[src/rtl/lbp_pkg.sv]
// ----------------------------------------------------------------------------
// lbp_pkg: shared types and constants for the 3x3 LBP pixel stream block
// Field widths, register indexes, reset values and the record types that
// pass between the scan counters, the line buffer and the window stage.
// ----------------------------------------------------------------------------
package lbp_pkg;

	// Default depth of each line store
	localparam int MAX_WIDTH_DEF = 1024;

	// Field and register widths
	localparam int PIXEL_W        = 8;
	localparam int IMAGE_WIDTH_W  = 11;
	localparam int IMAGE_HEIGHT_W = 12;
	localparam int CFG_DATA_W     = 12;
	localparam int ROW_W          = 12;

	// Configuration register indexes
	localparam logic REG_IMAGE_WIDTH  = 1'b0;
	localparam logic REG_IMAGE_HEIGHT = 1'b1;

	// Register reset values
	localparam logic [IMAGE_WIDTH_W-1:0]  IMAGE_WIDTH_RST  = IMAGE_WIDTH_W'(102);
	localparam logic [IMAGE_HEIGHT_W-1:0] IMAGE_HEIGHT_RST = IMAGE_HEIGHT_W'(102);

	// Smallest frame side the block works on
	localparam int MIN_SIDE = 3;

	// Raster position flags of one pixel
	typedef struct packed {
		logic emit;      // window center is an interior pixel
		logic row_end;   // last pixel of the input row
		logic frame_end; // last pixel of the input frame
	} pos_t;

	// One line buffer entry: row r-2 and row r-1 at the same column
	typedef struct packed {
		logic [PIXEL_W-1:0] upper;
		logic [PIXEL_W-1:0] lower;
	} line_pair_t;

endpackage

[src/rtl/lbp_scan.sv]
// ----------------------------------------------------------------------------
// lbp_scan: raster position counters and configuration registers
// Holds image width and height, tracks column and row of the next pixel,
// and tracks how far the line buffer has been written since reset.
// ----------------------------------------------------------------------------
module lbp_scan #(
	parameter int MAX_WIDTH = lbp_pkg::MAX_WIDTH_DEF
) (
	input  logic                                 clk,
	input  logic                                 arst_n,
	input  logic                                 cfg_we,
	input  logic                                 cfg_index,
	input  logic [lbp_pkg::CFG_DATA_W-1:0]       cfg_data,
	input  logic                                 step,
	output logic [$clog2(MAX_WIDTH)-1:0]         col,
	output lbp_pkg::pos_t                        pos,
	output logic                                 hit
);

	localparam int CW  = $clog2(MAX_WIDTH);
	localparam int EWA = $clog2(MAX_WIDTH + 1);
	localparam int EW  = (EWA > lbp_pkg::IMAGE_WIDTH_W) ? EWA : lbp_pkg::IMAGE_WIDTH_W;
	localparam logic [EW-1:0] MAXW = EW'(MAX_WIDTH);
	localparam logic [EW-1:0] MINW = EW'(lbp_pkg::MIN_SIDE);
	localparam logic [lbp_pkg::ROW_W-1:0] MINH = lbp_pkg::ROW_W'(lbp_pkg::MIN_SIDE);

	logic [lbp_pkg::IMAGE_WIDTH_W-1:0]  width_q;
	logic [lbp_pkg::IMAGE_HEIGHT_W-1:0] height_q;
	logic [CW-1:0]                      col_q;
	logic [lbp_pkg::ROW_W-1:0]          row_q;
	logic [CW:0]                        fill_q;

	logic [EW-1:0]                      w_cfg;
	logic [EW-1:0]                      w_eff;
	logic [EW-1:0]                      w_last;
	logic [lbp_pkg::ROW_W-1:0]          h_eff;
	logic [lbp_pkg::ROW_W-1:0]          h_last;

	// Configuration writes
	always_ff @(posedge clk or negedge arst_n) begin
		if (!arst_n) begin
			width_q  <= lbp_pkg::IMAGE_WIDTH_RST;
			height_q <= lbp_pkg::IMAGE_HEIGHT_RST;
		end else if (cfg_we) begin
			unique case (cfg_index)
				lbp_pkg::REG_IMAGE_WIDTH: begin
					width_q <= cfg_data[lbp_pkg::IMAGE_WIDTH_W-1:0];
				end
				lbp_pkg::REG_IMAGE_HEIGHT: begin
					height_q <= cfg_data[lbp_pkg::IMAGE_HEIGHT_W-1:0];
				end
				default: begin
				end
			endcase
		end
	end

	// Clamp the frame size to the supported range
	always_comb begin
		w_cfg = EW'(width_q);
		if (w_cfg < MINW) begin
			w_eff = MINW;
		end else if (w_cfg > MAXW) begin
			w_eff = MAXW;
		end else begin
			w_eff = w_cfg;
		end
		w_last = w_eff - EW'(1);
		h_eff  = (height_q < MINH) ? MINH : height_q;
		h_last = h_eff - lbp_pkg::ROW_W'(1);
	end

	// Position flags of the pixel at the current counters
	always_comb begin
		pos.row_end   = (EW'(col_q) >= w_last);
		pos.frame_end = pos.row_end && (row_q >= h_last);
		pos.emit      = (row_q >= lbp_pkg::ROW_W'(2)) && (col_q >= CW'(2));
	end

	assign col = col_q;
	assign hit = ({1'b0, col_q} < fill_q);

	// Advance the counters and the written extent on each transaction
	always_ff @(posedge clk or negedge arst_n) begin
		if (!arst_n) begin
			col_q  <= '0;
			row_q  <= '0;
			fill_q <= '0;
		end else if (step) begin
			if (!hit) begin
				fill_q <= {1'b0, col_q} + (CW + 1)'(1);
			end
			if (pos.row_end) begin
				col_q <= '0;
				row_q <= pos.frame_end ? '0 : row_q + lbp_pkg::ROW_W'(1);
			end else begin
				col_q <= col_q + CW'(1);
			end
		end
	end

endmodule

[config.mk]
export PLATFORM = sky130hd
export DESIGN_NAME = lbp_scan
export DESIGN_NICKNAME = d
export VERILOG_FILES = /design/src/rtl/lbp_pkg.sv /design/src/rtl/lbp_scan.sv
export SDC_FILE = /design/constraint.sdc
export NUM_CORES = 1
export LEC_CHECK = 0
export BUFFER_PORTS_ARGS = -buffer_cell sky130_fd_sc_hd__buf_2
export CAP_MARGIN = 30
export CORE_MARGIN = 2
export CORE_UTILIZATION = 50
export DETAILED_ROUTE_END_ITERATION = 8
export PLACE_DENSITY_LB_ADDON = 0.12
export SLEW_MARGIN = 5
export SYNTH_ARGS = -nofsm -noshare
export SYNTH_HDL_FRONTEND = slang
export SYNTH_SLANG_ARGS = --single-unit
[constraint.sdc]
create_clock -name clk -period 4.95 [get_ports clk]
set_input_delay 0.99 -clock clk [delete_from_list [all_inputs] [get_ports clk]]
set_output_delay 0.99 -clock clk [all_outputs]
set_load 0.05 [all_outputs]
==> metrics.cfg <==
[synthesis]
synthFlopType=dfrtp_1
synth_fp_nets=435
synth_area_um2=3756
ys_ff_latch=56
syn_area_per_cell_um2=9.833
syn_inst=382
synth_edf_count=0
synthArstFlopShare_pct=100.0
ys_warn_count=0
synth_cell_types=46
yosysSeqAreaShare_pct=37.57

[layout]
drive_above_1_share_pct=21.17
fillers=654
final_common_cell=dfrtp_1
final_cell_mix=48 x dfrtp_1, 36 x ha_1, 31 x nor2_1
fin_area_um2=4114
fin_nets=463
area_growth_pct=9.527
fin_cells=510
antenna_cells=0

[global_routing]
grt_overflow=0
grtUsageTotal_pct=19.11
grt_max_degree=57
grt_pass1_vias=2705
grt_antenna_before_repair=0
use_met2_pct=30.29
top_usage_layer=met2
met3_usage_pct=3.005
grt_pass1_wl_um=12970
grtUsageMet1_pct=27.66

[power_and_ir_drop]
ir_drop_uv=180.5
p_per_area_nw_per_um2=321.7
power_mw=1.323
p_leak_nw=1.876

[timing]
hold_viol=0
setup_violations=0
worstMarginPinSlew_ps=946.7
max_freq_mhz=212.5
drv_slew=0
fin_crit_sh_pct=95.05
rsz0062_at_grt=no
tns_ps=0
hold_slack_ps=515.9
skew_ps=8.442
max-slew-margin-rel_pct=36.76
final.min_clock_period_ps=4705

[clock_network]
cts_made_buffers=5
clk_latency_ps=310
root_buffer=clkbuf_8
cts_tree=built
hold_buffers=0
cts.sinks=56
path_clk_slew_ps=90
clockBufferDepth=2
htreeDepth=2

[critical_path]
crit_chain=or4_4 -> nor2_4 -> o21bai_1 -> ha_1 -> o21ai_0 -> a21oi_1 -> ha_1 -> o21a_1 -> o21ai_0 -> a221o_2 -> nor2_1 -> buf_4 -> buf_2
cp_slowest_cell=or4_4
crit_arrival_ps=3720
crit_path_end_kind=output port
path_max_fanout=11
cp-start-kind=flop
critPathMaxStageDelay_ps=600
setup.worst_path.class=reg -> out
critical_path_required_ps=3960

[run]
maxCapViolCount=0

[outcome]
status=finished, final reports clean

[floorplanning]
initial_utilization_pct=51.79
io_pins=31
design.core.area_um2=7253
dieArea_um2=8221
row_count=31
die_y_um=90.67
dieWidth_um=90.67

[place]
placed_area_um2=3990
gp_congestion=0.8249
portBuffers=30
placed_cells=502
place_hpwl_um=5727

[routing]
first_pass_iters=4
drt-wirelength-per-cell_um=14.89
drcViolationCount=0
antenna_left=0
first_iter_violations=100
via_per_inst=5.655
wirelength_um=7595
vias=2884

[min_path]
hp-class=reg -> reg

==> per-stage QoR <==
step | utilization [%] | worst slack, ps
floorplan | - | 32.37
global placement | 55.01 | 464.0
detailed placement | 55.01 | 373.3
CTS | 56.55 | 20.01
global route | 56.72 | 11.84
finish | 56.72 | 244.9
==> path summary, 6_finish.rpt <==
check                      cells after the start  slack, ps         to      start
setup / recovery                              13        240     pos[1]   w_cfg[4]
hold / removal                                 1        520  fill_q[0]  fill_q[0]
setup reg to reg                              15        960     col[2]   w_cfg[4]
hold reg to reg                                1        520  fill_q[0]  fill_q[0]
max in group asynchronous                      2       3690  fill_q[1]     arst_n
min in group asynchronous                      2        790   row_q[8]     arst_n
==> cell families after synthesis <==
group	after synthesis	share of synthesized area, %
simple gates	123	17.29
compound gates	90	16.06
flops	56	37.57
fa+ha+maj	36	11.99
mux	35	10.19
buf+inv	27	3.397
xor+xnor	15	3.498
==> cell type report <==
type / count / area (um2) / area share (%)
multi-input cells: 299 / 2235 / 54.32
flip-flops and latches: 56 / 1411 / 34.31
well taps: 99 / 123.9 / 3.011
clock inverters: 3 / 42.54 / 1.034
repair buffers: 34 / 180.2 / 4.380
inverters: 14 / 52.55 / 1.277
clock buffers: 5 / 68.82 / 1.673
==> registers in the layout, summed over array words and instances, names as in the netlist <==
signal and flops:
col 10, height_q 12, w_cfg 11, row_q 12, fill_q 11
==> synthesized netlist by cell type (4+ instances only) <==
cell      number  area share, %
mux2_2        26            7.8
nor4_1        12            2.0
mux2i_1        9            2.4
clkbuf_1       6           0.60
a221o_1        4            1.1
dfstp_2        8            5.6
o21a_1         5            1.0
a21oi_1       15            2.0
nor2_1        32            3.2
nor2b_1       15            2.5
a21o_1         5            1.0
o21ai_0       27            3.6
or3_1          4           0.67
xnor2_1       13            3.0
nand2_1       18            1.8
and3_1         9            1.5
nor3_1        12            1.6
inv_1         14            1.4
dfrtp_1       48             32
o21bai_1       4           0.80
nand3_1        6           0.80
ha_1          36             12
a22o_1        15            3.5
==> critical path, delay by kind of cell, from the launching register on <==
family / cells / cell delay (ps)
and+or+nand+nor: 3 / 950
buffers and inverters: 2 / 480
AOI/OAI and AO/OA: 6 / 940
adders and majority gates: 2 / 560
DFF: 1 / 460
==> layer usage <==
metal / share of wire, % / up-vias
met4: 1.0 / 0
met2: 46 / 46
met5: 0 / -
met1: 50 / 1378
met3: 3.0 / 6
li1: - / 1454
==> report_power, final <==
part | leakage [nW] | internal (mW) | total [mW] | switching, mW
logic | 1.16 | 0.177 | 0.413 | 0.236
clock network | 0.0541 | 0.150 | 0.302 | 0.152
registers | 0.660 | 0.515 | 0.609 | 0.0936
==> what timing repair did <==
action,CTS,global route
gates resized for setup,0,3
setup endpoints to repair,0,2
setup buffers,0,0
Power figures use the tool's default switching activity.
