$ cat src/rtl/lbp_pkg.sv
// ----------------------------------------------------------------------------
// lbp_pkg: shared types and constants for the 3x3 LBP pixel stream block
// Field widths, register indexes, reset values and the record types that
// pass between the scan counters, the line buffer and the window stage.
// ----------------------------------------------------------------------------
package lbp_pkg;

	// Default depth of each line store
	localparam int MAX_WIDTH_DEF = 1024;

	// Field and register widths
	localparam int PIXEL_W        = 8;
	localparam int IMAGE_WIDTH_W  = 11;
	localparam int IMAGE_HEIGHT_W = 12;
	localparam int CFG_DATA_W     = 12;
	localparam int ROW_W          = 12;

	// Configuration register indexes
	localparam logic REG_IMAGE_WIDTH  = 1'b0;
	localparam logic REG_IMAGE_HEIGHT = 1'b1;

	// Register reset values
	localparam logic [IMAGE_WIDTH_W-1:0]  IMAGE_WIDTH_RST  = IMAGE_WIDTH_W'(102);
	localparam logic [IMAGE_HEIGHT_W-1:0] IMAGE_HEIGHT_RST = IMAGE_HEIGHT_W'(102);

	// Smallest frame side the block works on
	localparam int MIN_SIDE = 3;

	// Raster position flags of one pixel
	typedef struct packed {
		logic emit;      // window center is an interior pixel
		logic row_end;   // last pixel of the input row
		logic frame_end; // last pixel of the input frame
	} pos_t;

	// One line buffer entry: row r-2 and row r-1 at the same column
	typedef struct packed {
		logic [PIXEL_W-1:0] upper;
		logic [PIXEL_W-1:0] lower;
	} line_pair_t;

endpackage

$ cat src/rtl/lbp_window.sv
// ----------------------------------------------------------------------------
// lbp_window: 3x3 window, pattern compare and result register
// Shifts the window by one column per pixel, compares the eight neighbors
// with the center and holds the code until the output side takes it.
// ----------------------------------------------------------------------------
module lbp_window (
	input  logic                          clk,
	input  logic                          arst_n,
	input  logic                          adv,
	input  logic [lbp_pkg::PIXEL_W-1:0]   pixel_s1,
	input  logic [lbp_pkg::PIXEL_W-1:0]   up_s1,
	input  logic [lbp_pkg::PIXEL_W-1:0]   mid_s1,
	input  lbp_pkg::pos_t                 pos_s1,
	input  logic                          take,
	output logic                          code_valid,
	output logic [lbp_pkg::PIXEL_W-1:0]   lbp_code,
	output logic                          last_in_row,
	output logic                          last_in_frame
);

	// [0..2]: column c-2 top, mid, bottom; [3..5]: column c-1
	logic [lbp_pkg::PIXEL_W-1:0] win_q [6];
	logic [lbp_pkg::PIXEL_W-1:0] ctr;
	logic [lbp_pkg::PIXEL_W-1:0] code;

	logic                        valid_s2;
	logic [lbp_pkg::PIXEL_W-1:0] code_s2;
	logic                        row_end_s2;
	logic                        frame_end_s2;

	// Neighbor greater than center, top-left clockwise to left
	always_comb begin
		ctr     = win_q[4];
		code[7] = win_q[0] > ctr;
		code[6] = win_q[3] > ctr;
		code[5] = up_s1    > ctr;
		code[4] = mid_s1   > ctr;
		code[3] = pixel_s1 > ctr;
		code[2] = win_q[5] > ctr;
		code[1] = win_q[2] > ctr;
		code[0] = win_q[1] > ctr;
	end

	// Shift the window one column
	always_ff @(posedge clk) begin
		if (adv) begin
			win_q[0] <= win_q[3];
			win_q[1] <= win_q[4];
			win_q[2] <= win_q[5];
			win_q[3] <= up_s1;
			win_q[4] <= mid_s1;
			win_q[5] <= pixel_s1;
		end
	end

	// Result valid
	always_ff @(posedge clk or negedge arst_n) begin
		if (!arst_n) begin
			valid_s2 <= 1'b0;
		end else if (adv) begin
			valid_s2 <= pos_s1.emit;
		end else if (take) begin
			valid_s2 <= 1'b0;
		end
	end

	// Result payload
	always_ff @(posedge clk) begin
		if (adv) begin
			code_s2      <= code;
			row_end_s2   <= pos_s1.row_end;
			frame_end_s2 <= pos_s1.frame_end;
		end
	end

	assign code_valid    = valid_s2;
	assign lbp_code      = code_s2;
	assign last_in_row   = row_end_s2;
	assign last_in_frame = frame_end_s2;

endmodule

$ cat config.mk
export PLATFORM = sky130hd
export DESIGN_NAME = lbp_window
export DESIGN_NICKNAME = d
export VERILOG_FILES = /design/src/rtl/lbp_pkg.sv /design/src/rtl/lbp_window.sv
export SDC_FILE = /design/constraint.sdc
export NUM_CORES = 1
export LEC_CHECK = 0
export ABC_AREA = 1
export BUFFER_PORTS_ARGS = -buffer_cell sky130_fd_sc_hd__buf_4
export CAP_MARGIN = 20
export CELL_PAD_IN_SITES_DETAIL_PLACEMENT = 0
export CELL_PAD_IN_SITES_GLOBAL_PLACEMENT = 1
export CORE_ASPECT_RATIO = 1.75
export CORE_MARGIN = 3
export CORE_UTILIZATION = 45
export CTS_BUF_LIST = sky130_fd_sc_hd__clkbuf_4 sky130_fd_sc_hd__clkbuf_8
export DETAILED_ROUTE_END_ITERATION = 16
export GPL_ROUTABILITY_DRIVEN = 0
export GPL_TIMING_DRIVEN = 0
export PLACE_DENSITY = 0.84
export SYNTH_ARGS = -nofsm -noshare
export SYNTH_HDL_FRONTEND = slang
export SYNTH_SLANG_ARGS = --single-unit
export TNS_END_PERCENT = 1
$ cat constraint.sdc
create_clock -name clk -period 2.38 [get_ports clk]
set_clock_uncertainty 0.2 [all_clocks]
set_input_delay 0.119 -clock clk [delete_from_list [all_inputs] [get_ports clk]]
set_output_delay 0.119 -clock clk [all_outputs]
set_load 0.05 [all_outputs]
==> summary.txt <==
Logic synthesis
  – Yosys warning total: 0
  – Synth Area in Simple Gates: 12.7%
  – Syn_area_per_cell: 11.1 sq um
  – Synth Register Bits: 59
  – Top post-synthesis cells by area: edfxtp_1 (52%), ha_1 (24%), nand2_1 (7.2%)
  – XOR/XNOR share of the synthesized area: 0%
  – Post-synthesis sequential area ratio: 53.0%
  – Count of cell types in the netlist: 12
  – Largest family of logic cells by synthesized area: adder cells
  – Synth Area in Adders: 24.0%
  – Synthesized Nets: 395
  – Cell taking the most area after synthesis: edfxtp_1
  – Multiplexer share of the synthesized area: 0%
  – Ys flop type: edfxtp_1
  – Compound-cell area share of the yosys netlist: 5.89%
  – Post-synth EDFFs: 58
  – Cell count after synthesis: 300
  – Asr flop ratio synth: 1.69%
  – Top cell type's share of synthesized area: 52.2%
  – Synth Cell Area: 3330 sq um
  – Top cells by count, synth: ha_1 (64), nand2_1 (64), edfxtp_1 (58), inv_1 (39), nor2_1 (25)

Drt
  – Routed Wire Length: 6.33 mm
  – Met2 WL post-DR: 3.28 mm
  – Met1 wire length: 2.73 mm
  – Initial DRT Pass Iterations: 4
  – DR iter-0 viols: 57
  – Antenna viol nets, final: 0
  – Wire per inst: 13.5 um
  – DR vias/cell: 4.88
  – Vias: 2,292
  – Top routing layer in use: met4
  – DRC violations left: 0
  – Met3 routed WL: 180 um

CTS
  – CTS tree: yes
  – Clock Pin Slew Worst Setup and Hold Paths: 70 ps
  – # resized after CTS: 0
  – Clock latency on the worst-skew pair: 340 ps
  – Total CTS buffers: 9
  – CTS H-tree lvls: 3
  – CTS Buffer Depth: 2
  – CTS root buffer: clkbuf_8
  – TritonCTS Sinks: 59

Pwr
  – Power Density: 640 nW/um^2
  – Comb pwr share: 20.7%
  – Worst vdd ir: 0.000418 V
  – Internal Power: 1.97 mW
  – Switching power: 0.736 mW
  – Flop pwr share: 47.3%
  – Clock power frac: 32.0%
  – Sw frac: 27.2%
  – P_leak: 1.99 nW

STA
  – Max frequency: 522 MHz
  – Unrepaired setup endpoints after global routing: no
  – Measured slew at the worst slew-check pin: 770 ps
  – Setup TNS: 0 ps
  – Final Setup Violations: 0
  – Crit path time final: 1910 ps
  – Max-slew violation count: 0
  – Final Hold Fails: 0
  – Final period utilization: 80.5%
  – Worst relative slew slack: 48.7%

Global routing
  – Wire length of the first global-routing pass: 10.2 mm
  – Number of global-route vias before repair: 2,243
  – Global route overflow: 0
  – Largest net degree at the start of global routing: 61
  – GRT Total Usage: 16.0%
  – Initial antenna violation count: 0

Place
  – Dpl hpwl: 4.33 mm
  – IO Port Bufs: 41
  – Placed Area: 3750 sq um

Final layout
  – Ant. Diodes: 0
  – Register area: 1770 sq um
  – Fillers: 581
  – Synth-to-layout area growth: 26.8%
  – Multi-input gate area: 1420 sq um
  – Share of post-route cells with drive strength above 1: 17.6%
  – Layout net count: 477
  – Finished Cell Area: 4230 sq um

Critical path
  – Crit-path cells: inv_1 -> ha_1 -> a21o_2 -> nor2_1 -> a21oi_1
  – Crit start category: flop
  – Worst Path Arrival: 1810 ps
  – CP Class: flop to flop
  – Worst Path Required: 2270 ps
  – Largest stage delay on the critical path: 380 ps
  – Slowest library cell on the worst path: edfxtp_1
  – CP max FO: 8
  – Critical Path End Type: flop

Floorplan
  – Ports: 42
  – Chip Height: 120 um
  – Die Wd: 71.1 um
  – Row count: 40
  – Die ar.: 8520 sq um
  – Core area: 7010 sq um
  – Initial core utilization: 47.6%

Run
  – Max Cap Viol: 0

Min path
  – Worst min-delay path class: input port to flop

Outcome
  – Outcome: finished clean
## routing by layer
metal / vias to the layer above / global-route usage, %
met5: - / 0
met4: 0 / 7.88
met3: 10 / 4.27
met2: 35 / 27.1
met1: 1052 / 18.4
li1: 1195 / -
## path summary, 6_finish.rpt
kind / cells past startpoint / slack [ps] / end / start
setup / recovery: 5 / 470 / lbp_code[6] / win_q[4][7]
hold / removal: 1 / 180 / lbp_code[5] / adv
setup reg to reg: 5 / 470 / lbp_code[6] / win_q[4][7]
hold reg to reg: 0 / 250 / win_q[1][5] / win_q[4][5]
max in group asynchronous: 3 / 1460 / code_valid / arst_n
min in group asynchronous: 3 / 420 / code_valid / arst_n
## power groups by stage
stage | logic (mW) | clock network [mW] | registers (mW)
after floorplan | 0.283 | 0 | 1.36
after global placement | 0.509 | 0 | 1.30
after detailed placement | 0.528 | 0 | 1.30
after CTS | 0.570 | 0.891 | 1.28
after global routing | 0.643 | 0.924 | 1.29
final | 0.562 | 0.866 | 1.28
## cell families (layout without fill, tap and decap cells)
kind of cell	count (synthesis)	after routing
AO/OA/AOI/OAI	33	33
AND/OR/NAND/NOR	105	105
adder cells (fa/ha/maj)	64	64
flip-flops	59	59
buffers and inverters	39	125
## layout by cell type (no fill, tap or decap), drive strengths merged
master / synthesis / layout
edfxtp: 58 / 58
a21oi: 24 / 24
nand3: 8 / 8
bufinv: 0 / 1
clkinv: 0 / 3
dfrtp: 1 / 1
clkbuf: 0 / 11
inv: 39 / 39
buf: 0 / 41
nand2: 64 / 64
nor2: 33 / 33
dlygate4sd3: 0 / 30
ha: 64 / 64
a21o: 8 / 8
a22o: 1 / 1
## cell type report
cell class / count / share of cell area, %
clock inverter: 4 / 1.01
inverter: 39 / 3.46
tap: 84 / 2.49
sequential: 59 / 41.8
timing repair buffer: 71 / 14.4
clock buffer: 11 / 3.28
multi-input combinational: 202 / 33.6
## registers in the layout, indices dropped and copies added, names as in the netlist
| name | flops |
|---|---|
| lbp_code | 8 |
| code_valid | 1 |
| last_in_row | 1 |
| last_in_frame | 1 |
| win_q | 48 |
## worst max-delay path, delay by kind of cell, from the launching register on
family | cells | cell delay (ps)
buffers and inverters | 1 | 340
flip-flops | 1 | 380
AND/OR/NAND/NOR | 1 | 120
adder cells (fa/ha/maj) | 1 | 320
AO/OA/AOI/OAI | 2 | 300
## what timing repair did
| action | in CTS | in global routing |
|---|---|---|
| hold endpoints to repair | 28 | 0 |
| hold buffers | 30 | 0 |
| buffers inserted | 0 | 0 |
## stage by stage
step | util (%) | cells | power (mW) | setup slack, ps | hold WS, ps
after floorplan | - | 300 | 1.65 | 766 | -377
after global placement | 53.5 | 425 | 1.81 | 497 | -306
after detailed placement | 53.5 | 425 | 1.83 | 482 | -304
after CTS | 60.4 | 470 | 2.74 | 462 | 168
after global routing | 60.4 | 470 | 2.86 | 326 | 198
final | 60.4 | 470 | 2.71 | 465 | 178
(Power assumes the default switching activity.)
